==> src/hdl/imufp_pkg.sv <==
// Shared types and constants for the IMU frame parser.
// Used by the front classifier, the token queue and the back end.
`default_nettype none

package imufp_pkg;

	localparam logic [7:0] HDR_BYTE   = 8'h55;
	localparam logic [7:0] TYPE_ACC   = 8'h51;
	localparam logic [7:0] TYPE_GYRO  = 8'h52;
	localparam logic [7:0] TYPE_ANGLE = 8'h53;
	localparam logic [7:0] TYPE_QUAT  = 8'h59;

	localparam logic [1:0] KIND_ACC   = 2'd0;
	localparam logic [1:0] KIND_GYRO  = 2'd1;
	localparam logic [1:0] KIND_ANGLE = 2'd2;
	localparam logic [1:0] KIND_QUAT  = 2'd3;

	// Role of one queued byte.
	localparam logic [1:0] ROLE_START = 2'd0;
	localparam logic [1:0] ROLE_TYPE  = 2'd1;
	localparam logic [1:0] ROLE_DATA  = 2'd2;
	localparam logic [1:0] ROLE_CHECK = 2'd3;

	localparam int QDEPTH = 4;
	localparam int QPTR_W = $clog2(QDEPTH);
	localparam int QCNT_W = $clog2(QDEPTH + 1);

	typedef struct packed {
		logic [1:0] role;
		logic [2:0] sel;   // kind for a type byte, slot for a data byte
		logic [7:0] data;
	} token_t;

	typedef struct packed {
		logic   valid;
		token_t tok;
	} qhead_t;

endpackage

`default_nettype wire

==> src/hdl/imufp_front.sv <==
// Front end: tracks frame position and tags each frame byte with its role.
// Uses imufp_pkg; feeds imufp_queue.
`default_nettype none

module imufp_front (
	input  wire logic              clk,
	input  wire logic              arst_n,
	input  wire logic              rx_fire,
	input  wire logic [7:0]        rx_byte,
	output imufp_pkg::token_t      push_tok,
	output logic                   push
);

	localparam logic [3:0] PH_HUNT  = 4'd0;
	localparam logic [3:0] PH_TYPE  = 4'd1;
	localparam logic [3:0] PH_DATA0 = 4'd2;
	localparam logic [3:0] PH_SUM   = 4'd10;

	logic [3:0] phase_q;
	logic [3:0] phase_n;
	logic       known;
	logic [1:0] kind;
	logic [3:0] slot;

	always_comb begin
		known = 1'b1;
		kind  = imufp_pkg::KIND_ACC;
		unique case (rx_byte)
			imufp_pkg::TYPE_ACC:   kind = imufp_pkg::KIND_ACC;
			imufp_pkg::TYPE_GYRO:  kind = imufp_pkg::KIND_GYRO;
			imufp_pkg::TYPE_ANGLE: kind = imufp_pkg::KIND_ANGLE;
			imufp_pkg::TYPE_QUAT:  kind = imufp_pkg::KIND_QUAT;
			default:               known = 1'b0;
		endcase
	end

	assign slot = phase_q - PH_DATA0;

	always_comb begin
		phase_n       = phase_q;
		push          = 1'b0;
		push_tok.role = imufp_pkg::ROLE_START;
		push_tok.sel  = 3'd0;
		push_tok.data = rx_byte;
		if (rx_fire) begin
			priority if (phase_q == PH_TYPE && known) begin
				push          = 1'b1;
				push_tok.role = imufp_pkg::ROLE_TYPE;
				push_tok.sel  = {1'b0, kind};
				phase_n       = PH_DATA0;
			end else if (phase_q >= PH_DATA0 && phase_q < PH_SUM) begin
				push          = 1'b1;
				push_tok.role = imufp_pkg::ROLE_DATA;
				push_tok.sel  = slot[2:0];
				phase_n       = phase_q + 4'd1;
			end else if (phase_q == PH_SUM) begin
				push          = 1'b1;
				push_tok.role = imufp_pkg::ROLE_CHECK;
				phase_n       = PH_HUNT;
			end else if (rx_byte == imufp_pkg::HDR_BYTE) begin
				// hunting, or an unknown type byte that is itself a header
				push    = 1'b1;
				phase_n = PH_TYPE;
			end else begin
				phase_n = PH_HUNT;
			end
		end
	end

	always_ff @(posedge clk or negedge arst_n) begin
		if (!arst_n) begin
			phase_q <= PH_HUNT;
		end else begin
			phase_q <= phase_n;
		end
	end

endmodule

`default_nettype wire

==> src/hdl/imufp_queue.sv <==
// Short token queue between the front classifier and the back end.
// Uses imufp_pkg for the token type and depth.
`default_nettype none

module imufp_queue (
	input  wire logic              clk,
	input  wire logic              arst_n,
	input  wire logic              push,
	input  wire imufp_pkg::token_t push_tok,
	input  wire logic              pop,
	output imufp_pkg::qhead_t      head,
	output logic                   full
);

	imufp_pkg::token_t                  mem_q [imufp_pkg::QDEPTH];
	logic [imufp_pkg::QPTR_W-1:0]      wr_ptr_q;
	logic [imufp_pkg::QPTR_W-1:0]      rd_ptr_q;
	logic [imufp_pkg::QCNT_W-1:0]      cnt_q;
	logic                              do_pop;

	localparam logic [imufp_pkg::QCNT_W-1:0] CNT_FULL =
		imufp_pkg::QCNT_W'(imufp_pkg::QDEPTH);
	localparam logic [imufp_pkg::QPTR_W-1:0] PTR_LAST =
		imufp_pkg::QPTR_W'(imufp_pkg::QDEPTH - 1);

	assign full       = (cnt_q == CNT_FULL);
	assign head.valid = (cnt_q != '0);
	assign head.tok   = mem_q[rd_ptr_q];
	assign do_pop     = pop && head.valid;

	always_ff @(posedge clk) begin
		if (push) begin
			mem_q[wr_ptr_q] <= push_tok;
		end
	end

	always_ff @(posedge clk or negedge arst_n) begin
		if (!arst_n) begin
			wr_ptr_q <= '0;
			rd_ptr_q <= '0;
			cnt_q    <= '0;
		end else begin
			if (push) begin
				wr_ptr_q <= (wr_ptr_q == PTR_LAST) ? '0 : wr_ptr_q + 1'b1;
			end
			if (do_pop) begin
				rd_ptr_q <= (rd_ptr_q == PTR_LAST) ? '0 : rd_ptr_q + 1'b1;
			end
			unique case ({push, do_pop})
				2'b10:   cnt_q <= cnt_q + 1'b1;
				2'b01:   cnt_q <= cnt_q - 1'b1;
				default: cnt_q <= cnt_q;
			endcase
		end
	end

endmodule

`default_nettype wire

==> src/hdl/imufp_back.sv <==
// Back end: gathers payload and checksum from queued tokens, keeps per-kind
// status and holds the result register. Uses imufp_pkg.
`default_nettype none

module imufp_back (
	input  wire logic               clk,
	input  wire logic               arst_n,
	input  wire imufp_pkg::qhead_t  head,
	output logic                    pop,
	output logic                    res_valid,
	input  wire logic               res_stall,
	output logic [1:0]              frame_kind,
	output logic signed [15:0]      word_a,
	output logic signed [15:0]      word_b,
	output logic signed [15:0]      word_c,
	output logic signed [15:0]      word_d,
	output logic                    sum_ok,
	output logic                    group_done,
	output logic                    group_ok
);

	logic [7:0] sum_q;
	logic [1:0] kind_q;
	logic [7:0] pay_q [8];
	logic [3:0] seen_q;
	logic [3:0] valid_q;

	logic       out_free;
	logic       is_check;
	logic       load;
	logic       ok;
	logic [3:0] bit_oh;
	logic [3:0] seen_n;
	logic [3:0] valid_n;
	logic       done;

	assign out_free = !res_valid || !res_stall;
	assign is_check = head.tok.role == imufp_pkg::ROLE_CHECK;
	// hold a checksum token until the result register can take it
	assign pop      = head.valid && (!is_check || out_free);
	assign load     = pop && is_check;

	assign ok      = head.tok.data == sum_q;
	assign bit_oh  = 4'b0001 << kind_q;
	assign seen_n  = seen_q | bit_oh;
	assign valid_n = ok ? (valid_q | bit_oh) : (valid_q & ~bit_oh);
	assign done    = seen_n == 4'hF;

	always_ff @(posedge clk) begin
		if (pop && head.tok.role == imufp_pkg::ROLE_DATA) begin
			pay_q[head.tok.sel] <= head.tok.data;
		end
		if (load) begin
			frame_kind <= kind_q;
			word_a     <= {pay_q[1], pay_q[0]};
			word_b     <= {pay_q[3], pay_q[2]};
			word_c     <= {pay_q[5], pay_q[4]};
			word_d     <= {pay_q[7], pay_q[6]};
			sum_ok     <= ok;
			group_done <= done;
			group_ok   <= done && (valid_n == 4'hF);
		end
	end

	always_ff @(posedge clk or negedge arst_n) begin
		if (!arst_n) begin
			sum_q     <= '0;
			kind_q    <= '0;
			seen_q    <= '0;
			valid_q   <= '0;
			res_valid <= 1'b0;
		end else begin
			if (pop) begin
				unique case (head.tok.role)
					imufp_pkg::ROLE_START: sum_q <= imufp_pkg::HDR_BYTE;
					imufp_pkg::ROLE_TYPE: begin
						sum_q  <= sum_q + head.tok.data;
						kind_q <= head.tok.sel[1:0];
					end
					imufp_pkg::ROLE_DATA:  sum_q <= sum_q + head.tok.data;
					imufp_pkg::ROLE_CHECK: begin
						sum_q   <= '0;
						seen_q  <= done ? 4'h0 : seen_n;
						valid_q <= done ? 4'h0 : valid_n;
					end
					default: sum_q <= sum_q;
				endcase
			end
			if (load) begin
				res_valid <= 1'b1;
			end else if (!res_stall) begin
				res_valid <= 1'b0;
			end
		end
	end

endmodule

`default_nettype wire

==> src/hdl/imu_frame_parser.sv <==
// IMU frame parser: one received byte per cycle, one result per 11-byte frame.
// The result is registered: the checksum byte passes through the token queue,
// then the result register; it waits while res_stall holds an earlier result.
// Throughput: one byte per cycle; rx_stall rises only when the 4-entry token
// queue fills, which happens only while the result port is stalled.
// Reset (arst_n low): hunting for a header, queue empty, per-kind flags clear,
// no result pending. Uses imufp_pkg, imufp_front, imufp_queue, imufp_back.
`default_nettype none

module imu_frame_parser (
	input  wire logic               clk,
	input  wire logic               arst_n,
	input  wire logic               rx_valid,
	output logic                    rx_stall,
	input  wire logic [7:0]         rx_byte,
	output logic                    res_valid,
	input  wire logic               res_stall,
	output logic [1:0]              frame_kind,
	output logic signed [15:0]      word_a,
	output logic signed [15:0]      word_b,
	output logic signed [15:0]      word_c,
	output logic signed [15:0]      word_d,
	output logic                    sum_ok,
	output logic                    group_done,
	output logic                    group_ok
);

	imufp_pkg::token_t  push_tok;
	imufp_pkg::qhead_t  head;
	logic               push;
	logic               pop;
	logic               full;
	logic               rx_fire;

	assign rx_stall = full;
	assign rx_fire  = rx_valid && !full;

	imufp_front u_front (
		.clk      (clk),
		.arst_n   (arst_n),
		.rx_fire  (rx_fire),
		.rx_byte  (rx_byte),
		.push_tok (push_tok),
		.push     (push)
	);

	imufp_queue u_queue (
		.clk      (clk),
		.arst_n   (arst_n),
		.push     (push),
		.push_tok (push_tok),
		.pop      (pop),
		.head     (head),
		.full     (full)
	);

	imufp_back u_back (
		.clk        (clk),
		.arst_n     (arst_n),
		.head       (head),
		.pop        (pop),
		.res_valid  (res_valid),
		.res_stall  (res_stall),
		.frame_kind (frame_kind),
		.word_a     (word_a),
		.word_b     (word_b),
		.word_c     (word_c),
		.word_d     (word_d),
		.sum_ok     (sum_ok),
		.group_done (group_done),
		.group_ok   (group_ok)
	);

endmodule

`default_nettype wire

==> config.mk <==
export PLATFORM = sky130hd
export DESIGN_NAME = imu_frame_parser
export DESIGN_NICKNAME = d
export VERILOG_FILES = /design/src/hdl/imufp_pkg.sv /design/src/hdl/imufp_front.sv /design/src/hdl/imufp_queue.sv /design/src/hdl/imufp_back.sv /design/src/hdl/imu_frame_parser.sv
export SDC_FILE = /design/constraint.sdc
export NUM_CORES = 1
export LEC_CHECK = 0
export ABC_AREA = 1
export BUFFER_PORTS_ARGS = -buffer_cell sky130_fd_sc_hd__buf_2
export CORE_MARGIN = 2
export CORE_UTILIZATION = 45
export DETAILED_ROUTE_END_ITERATION = 6
export SKIP_CTS_REPAIR_TIMING = 1
export SYNTH_ARGS = -nofsm -noshare
export SYNTH_HDL_FRONTEND = slang
export SYNTH_SLANG_ARGS = --single-unit
==> constraint.sdc <==
create_clock -name clk -period 4.8 [get_ports clk]
set_clock_uncertainty 0.1 [all_clocks]
set_input_delay 0.96 -clock clk [delete_from_list [all_inputs] [get_ports clk]]
set_output_delay 0.96 -clock clk [all_outputs]
set_load 0.01 [all_outputs]
-- Word-level counts from Yosys, hierarchy flattened
Memory sizes are Yosys's and may differ from the RTL's. A register that Yosys moved wholly into a read port is not among the register bits.
Cells that the tools add are included.
- bits in registers: 35
- memories kept: 2
- bits in writable memories: 116
- input port bits: 12
- output and inout bits: 71
- word-level logic and storage cells: 98
- multiplexer cells: 29
- bitwise logic cells: 4
- shifts and indexed selects: 1
- eq/ne operators: 19
- add/sub/neg operators: 7
- reduce and logical (&&, ||, !) cells: 21
- $lt $le $gt $ge: 2
- memory list (name ; words ; width ; read ports ; clocked after Yosys merged registers in ; write ports ; line ; RTL):
    u_back.pay_q ; 8 ; 8 ; 8 ; 8 ; 1 ; imufp_back.sv:24 ; logic [7:0] pay_q [8];
    u_queue.mem_q ; 4 ; 13 ; 1 ; 0 ; 1 ; imufp_queue.sv:15 ; imufp_pkg::token_t mem_q [imufp_pkg::QDEPTH];
- operators with widths (cell ; number):
    8-bit by 7-bit == test with 1-bit output (second input constant) ; 5
    4-bit two-way mux ; 6
    8-bit case mux with 3 select lines ; 1
    1-bit two-way mux ; 13
    4-bit == test (second input constant) ; 3
    2-bit == test (second input constant) ; 5
    5-bit two-way mux ; 2
    8-bit adder ; 1
    8-bit == test ; 1
    1-bit logical AND ; 8
    2-bit two-way mux ; 4
    4-bit OR ; 2
    2-bit case mux with 3 select lines ; 1
    3-bit case mux with 2 select lines ; 1
    2-bit by 1-bit adder with 2-bit output (second input constant) ; 2
    4-bit by 1-bit adder with 4-bit output (second input constant) ; 1
    4-bit AND ; 1
    2-bit by 1-bit == test with 1-bit output (second input constant) ; 2
    4-bit by 1-bit == test with 1-bit output (second input constant) ; 1
    4-bit by 2-bit >= comparator with 1-bit output (second input constant) ; 1
    1-bit zero test ; 4
    4-bit < comparator (second input constant) ; 1
    4-bit inverter ; 1
    2-bit AND reduction ; 2
    other kinds (13) ; 14

-- Depth between registers and ports, before layout
- depth in word-level cells: 8
- gate-level depth with buffers: 16
- depth with buffers taken out: 15

-- By module
From an unflattened synthesis, not the netlist that was laid out.
- cell total of the unflattened synthesis: 637
- area, all modules: 8569.5 um^2
- modules (own cells, without submodules) (module ; cells an instance ; area an instance (um^2) ; times used):
    imufp_back ; 325 ; 5355.1 ; 1
    imufp_queue ; 208 ; 2601.2 ; 1
    imufp_front ; 102 ; 603.1 ; 1
    imu_frame_parser ; 2 ; 10.0 ; 1

-- Worst setup path before layout
No wires, ideal clock.
- kind: register -> register
- start point: register u_queue.rd_ptr_q[1] in the netlist's numbering
- end point: register u_back.frame_kind[0] (enable)
- path slack: 1.269 ns
- buffers on the path: 1
- required time: 4.276 ns
- data arrival time: 3.007 ns
- period minus slack after synthesis: 3.531 ns
- setup time: 0.424 ns
- stages on the path, launching flop included: 10
- cells stage by stage: dfrtp_1 inv_2 clkbuf_1 a32oi_1 ha_1 nand3_1 nand2_2 inv_2 nand2_4 inv_1
- cells in the longest elaborated chain, start to end: 6
- RTL lines (element ; line ; RTL):
    from (decl) ; imufp_queue.sv:17 ; logic [imufp_pkg::QPTR_W-1:0] rd_ptr_q;
    from (signal assigned) ; imufp_queue.sv:47 ; rd_ptr_q <= (rd_ptr_q == PTR_LAST) ? '0 : rd_ptr_q + 1'b1;
    memory 4 x 13 bit * ; -- ;
    2-bit == test * ; imufp_back.sv:38 ; assign is_check = head.tok.role == imufp_pkg::ROLE_CHECK;
    1-bit zero test ; imufp_back.sv:40 ; assign pop = head.valid && (!is_check || out_free);
    1-bit logical OR ; imufp_back.sv:40 ;
    1-bit logical AND ; imufp_back.sv:40 ;
    1-bit logical AND * ; imufp_back.sv:41 ; assign load = pop && is_check;
    via u_back.load ; imufp_back.sv:30 ; logic load;
    to (signal assigned) ; imufp_back.sv:54 ; frame_kind <= kind_q;
    to (decl) ; imufp_back.sv:12 ; output logic [1:0] frame_kind,
Mark *: on every way through the listed nets, which the timed path passes. The rest lies on a longest branch.
A chain may end at the register's enable or synchronous reset.

==> results.py <==
metrics = {
    "critical_path": {
        "path_class": "reg2reg",
        "worstPathArrival_ns": 3.50,
        "crit_fanout": 16,
        "worstSetupStartpointType": "flop",
        "cp-end-kind": "flop",
        "crit_required_ns": 5.06,
    },
    "sta": {
        "setup_viol": 0,
        "hold_viol_final": 0,
        "finalSetupTns_ns": 0,
        "slew_viol_final": 0,
        "period_needed_ns": 3.23,
        "maxSlewHeadroom": 0.400,
        "rsz0062_at_grt": "false",
        "tightestPinTransition_ns": 0.900,
        "fmax_mhz": 309,
        "period_share": 0.674,
    },
    "floorplan": {
        "core_sq_um": 17900,
        "die-height_microns": 139,
        "ios": 83,
        "num_rows": 49,
        "dieArea_sq_um": 19300,
        "initial_core_util": 0.458,
        "chipWidth_microns": 139,
    },
    "detailed_routing": {
        "wl_microns": 14400,
        "vias": 4524,
        "first_iter_violations": 255,
        "antenna_left": 0,
        "dr.pass1.iters": 5,
        "wl_per_cell_microns": 15.6,
        "via_per_inst": 4.90,
        "remaining_drc_errors": 0,
    },
    "global_routing": {
        "grtUsageTotal": 0.152,
        "grt_antenna_before_repair": 0,
        "grt_pass1_wl_microns": 23600,
        "grt_max_degree": 72,
        "grt_pass1_vias": 4560,
        "grt_overflow": 0,
    },
    "synthesis": {
        "synth_fp_nets": 606,
        "syn_inst": 570,
        "synth_warnings": 0,
        "synth.distinct_cells": 38,
        "syn_area_per_cell_sq_um": 14.4,
        "synth_seq_cells": 215,
        "yosysSeqAreaShare": 0.770,
        "netlist_area_sq_um": 8190,
    },
    "cts": {
        "clk_latency_ns": 0.50,
        "path_clk_slew_ns": 0.06,
        "cts_tree": "yes",
        "ctsRootBufferMaster": "clkbuf_16",
        "htree_levels": 1,
        "numClockSinks": 215,
        "cts_buffers": 22,
        "clk_path_buf_depth": 3,
    },
    "finish": {
        "finalNonFillerCells": 924,
        "drive_above_1_share": 0.219,
        "nets": 715,
        "mostFrequentLayoutCells": "edfxtp_1, nand2_1, buf_2, nor2_1, inv_1",
        "final_common_cell": "edfxtp_1",
        "fin_area_sq_um": 9720,
        "antenna_cells": 0,
        "synthToLayoutAreaGrowth_pct": 18.7,
    },
    "job": {
        "maxCapViolations": 0,
    },
    "power": {
        "finalPower_w": 0.00681,
        "peakVddDrop_mv": 0.329,
        "p_leak_nw": 3.80,
        "power_density_nw_per_um2": 700,
    },
    "placement": {
        "placed_area_sq_um": 8930,
        "portBuffers": 82,
        "hpwl_microns": 9600,
        "dp_cells": 884,
        "place_congestion": 0.864,
    },
    "outcome": {
        "outcome": "completed",
    },
    "min_path": {
        "min_path_type": "reg2reg",
    },
}
## critical path: stages, from the launching register on
cell	delay, ns
dfrtp_1	0.63
buf_4	0.28
o21ai_0	0.10
o22ai_1	0.71
ha_1	0.43
inv_1	0.11
nand3_1	0.08
nor2_1	0.25
nand3_1	0.13
nand2_1	0.09
nand3_1	0.08
nor2_1	0.08
## logic make-up after synthesis
group           Yosys count  synth area share
simple gates            192             0.104
compound gates           76            0.0526
fa+ha+maj                24            0.0385
buf+inv                  57            0.0286
xor+xnor                  6           0.00642
flops                   215             0.770
## cell type report
cell class                      instances  area (sq um)
Fill cell                            1475          8180
Clock inverter                         14           218
Timing Repair Buffer                   93           505
Sequential cell                       215          6310
Inverter                               49           186
Clock buffer                           26           566
Tap cell                              229           287
Multi-Input combinational cell        298          1650
## cells in the mapped netlist
master      n  area share
a21oi_1    20       0.012
fa_1        2      0.0049
nand3_1    25       0.015
xnor2_1     2      0.0021
o22ai_1     9      0.0069
buf_6       1      0.0014
nor3_4      1      0.0020
o21ai_2     1      0.0011
a22o_1      1      0.0011
a32oi_1     5      0.0053
o21ai_1     4      0.0024
inv_2       3      0.0014
ha_1       22       0.034
inv_4       1     0.00076
nand2_2     5      0.0038
nor3_2      1      0.0012
nand3_2     3      0.0037
inv_1      45       0.021
nand4_1     2      0.0015
a31o_2      1      0.0011
a21boi_0    1     0.00092
xor2_1      4      0.0043
nor2_1     47       0.022
nor2_4      1      0.0014
edfxtp_1  185        0.68
or2_2       1     0.00076
nand2_4     3      0.0041
buf_2       5      0.0031
clkbuf_1    1     0.00046
nor3_1      5      0.0031
nand2_1    96       0.044
buf_4       1     0.00092
a21oi_2     1      0.0011
nor3b_1     1     0.00092
o21ai_0    32       0.020
dfrtp_1    30       0.092
o211ai_1    1     0.00092
nor2_2      1     0.00076
## final timing paths
path	startpoint	endpoint	slack (ns)	cells after the start
setup reg to reg	u_queue.rd_ptr_q[0]$_DFFE_PN0P_	u_back.group_ok$_DFFE_PP_	1.57	11
hold reg to reg	u_back.pay_q[4][7]$_DFFE_PP_	word_c[7]$_DFFE_PP_	0.32	0
hold / removal	u_back.pay_q[4][7]$_DFFE_PP_	word_c[7]$_DFFE_PP_	0.32	0
min in group asynchronous	arst_n	u_back.sum_q[1]$_DFFE_PN0P_	0.43	1
max in group asynchronous	arst_n	u_front.phase_q[0]$_DFFE_PN0P_	3.70	1
setup / recovery	u_queue.rd_ptr_q[0]$_DFFE_PN0P_	u_back.group_ok$_DFFE_PP_	1.57	11
## layer usage
layer	global-route usage	wire (microns)	vias to the layer above	part of all wire
met5	0	0	-	0
li1	-	-	2238	-
met3	0.0304	779	28	0.054
met4	0.0484	310	0	0.022
met1	0.198	6350	2144	0.44
met2	0.257	6980	114	0.48
## registers in the layout, summed over array words and instances, names as in the netlist, 3 cells and up
signal and count:
u_back.pay_q 64, u_queue.mem_q 52, word_a 16, word_b 16, word_c 16, word_d 16
u_back.sum_q 8, u_back.seen_q 4, u_back.valid_q 4, u_front.phase_q 4, u_queue.cnt_q 3
## through the flow
| step | worst slack (ns) | hold slack (ns) | util |
|---|---|---|---|
| after floorplan | 1.27 | 0.300 | - |
| after global placement | 1.71 | 0.303 | 0.499 |
| after detailed placement | 1.58 | 0.305 | 0.499 |
| after CTS | 1.54 | 0.317 | 0.543 |
| after global routing | 1.23 | 0.323 | 0.543 |
| final | 1.57 | 0.317 | 0.543 |
## power breakdown
| group | switching, W | total, W | internal [W] | leakage (nW) |
|---|---|---|---|---|
| Combinational | 0.00142 | 0.00211 | 0.000690 | 1.35 |
| Clock | 0.000679 | 0.00180 | 0.00112 | 0.376 |
| Sequential | 0.000172 | 0.00289 | 0.00272 | 2.08 |
Power figures use the tool's default switching activity.
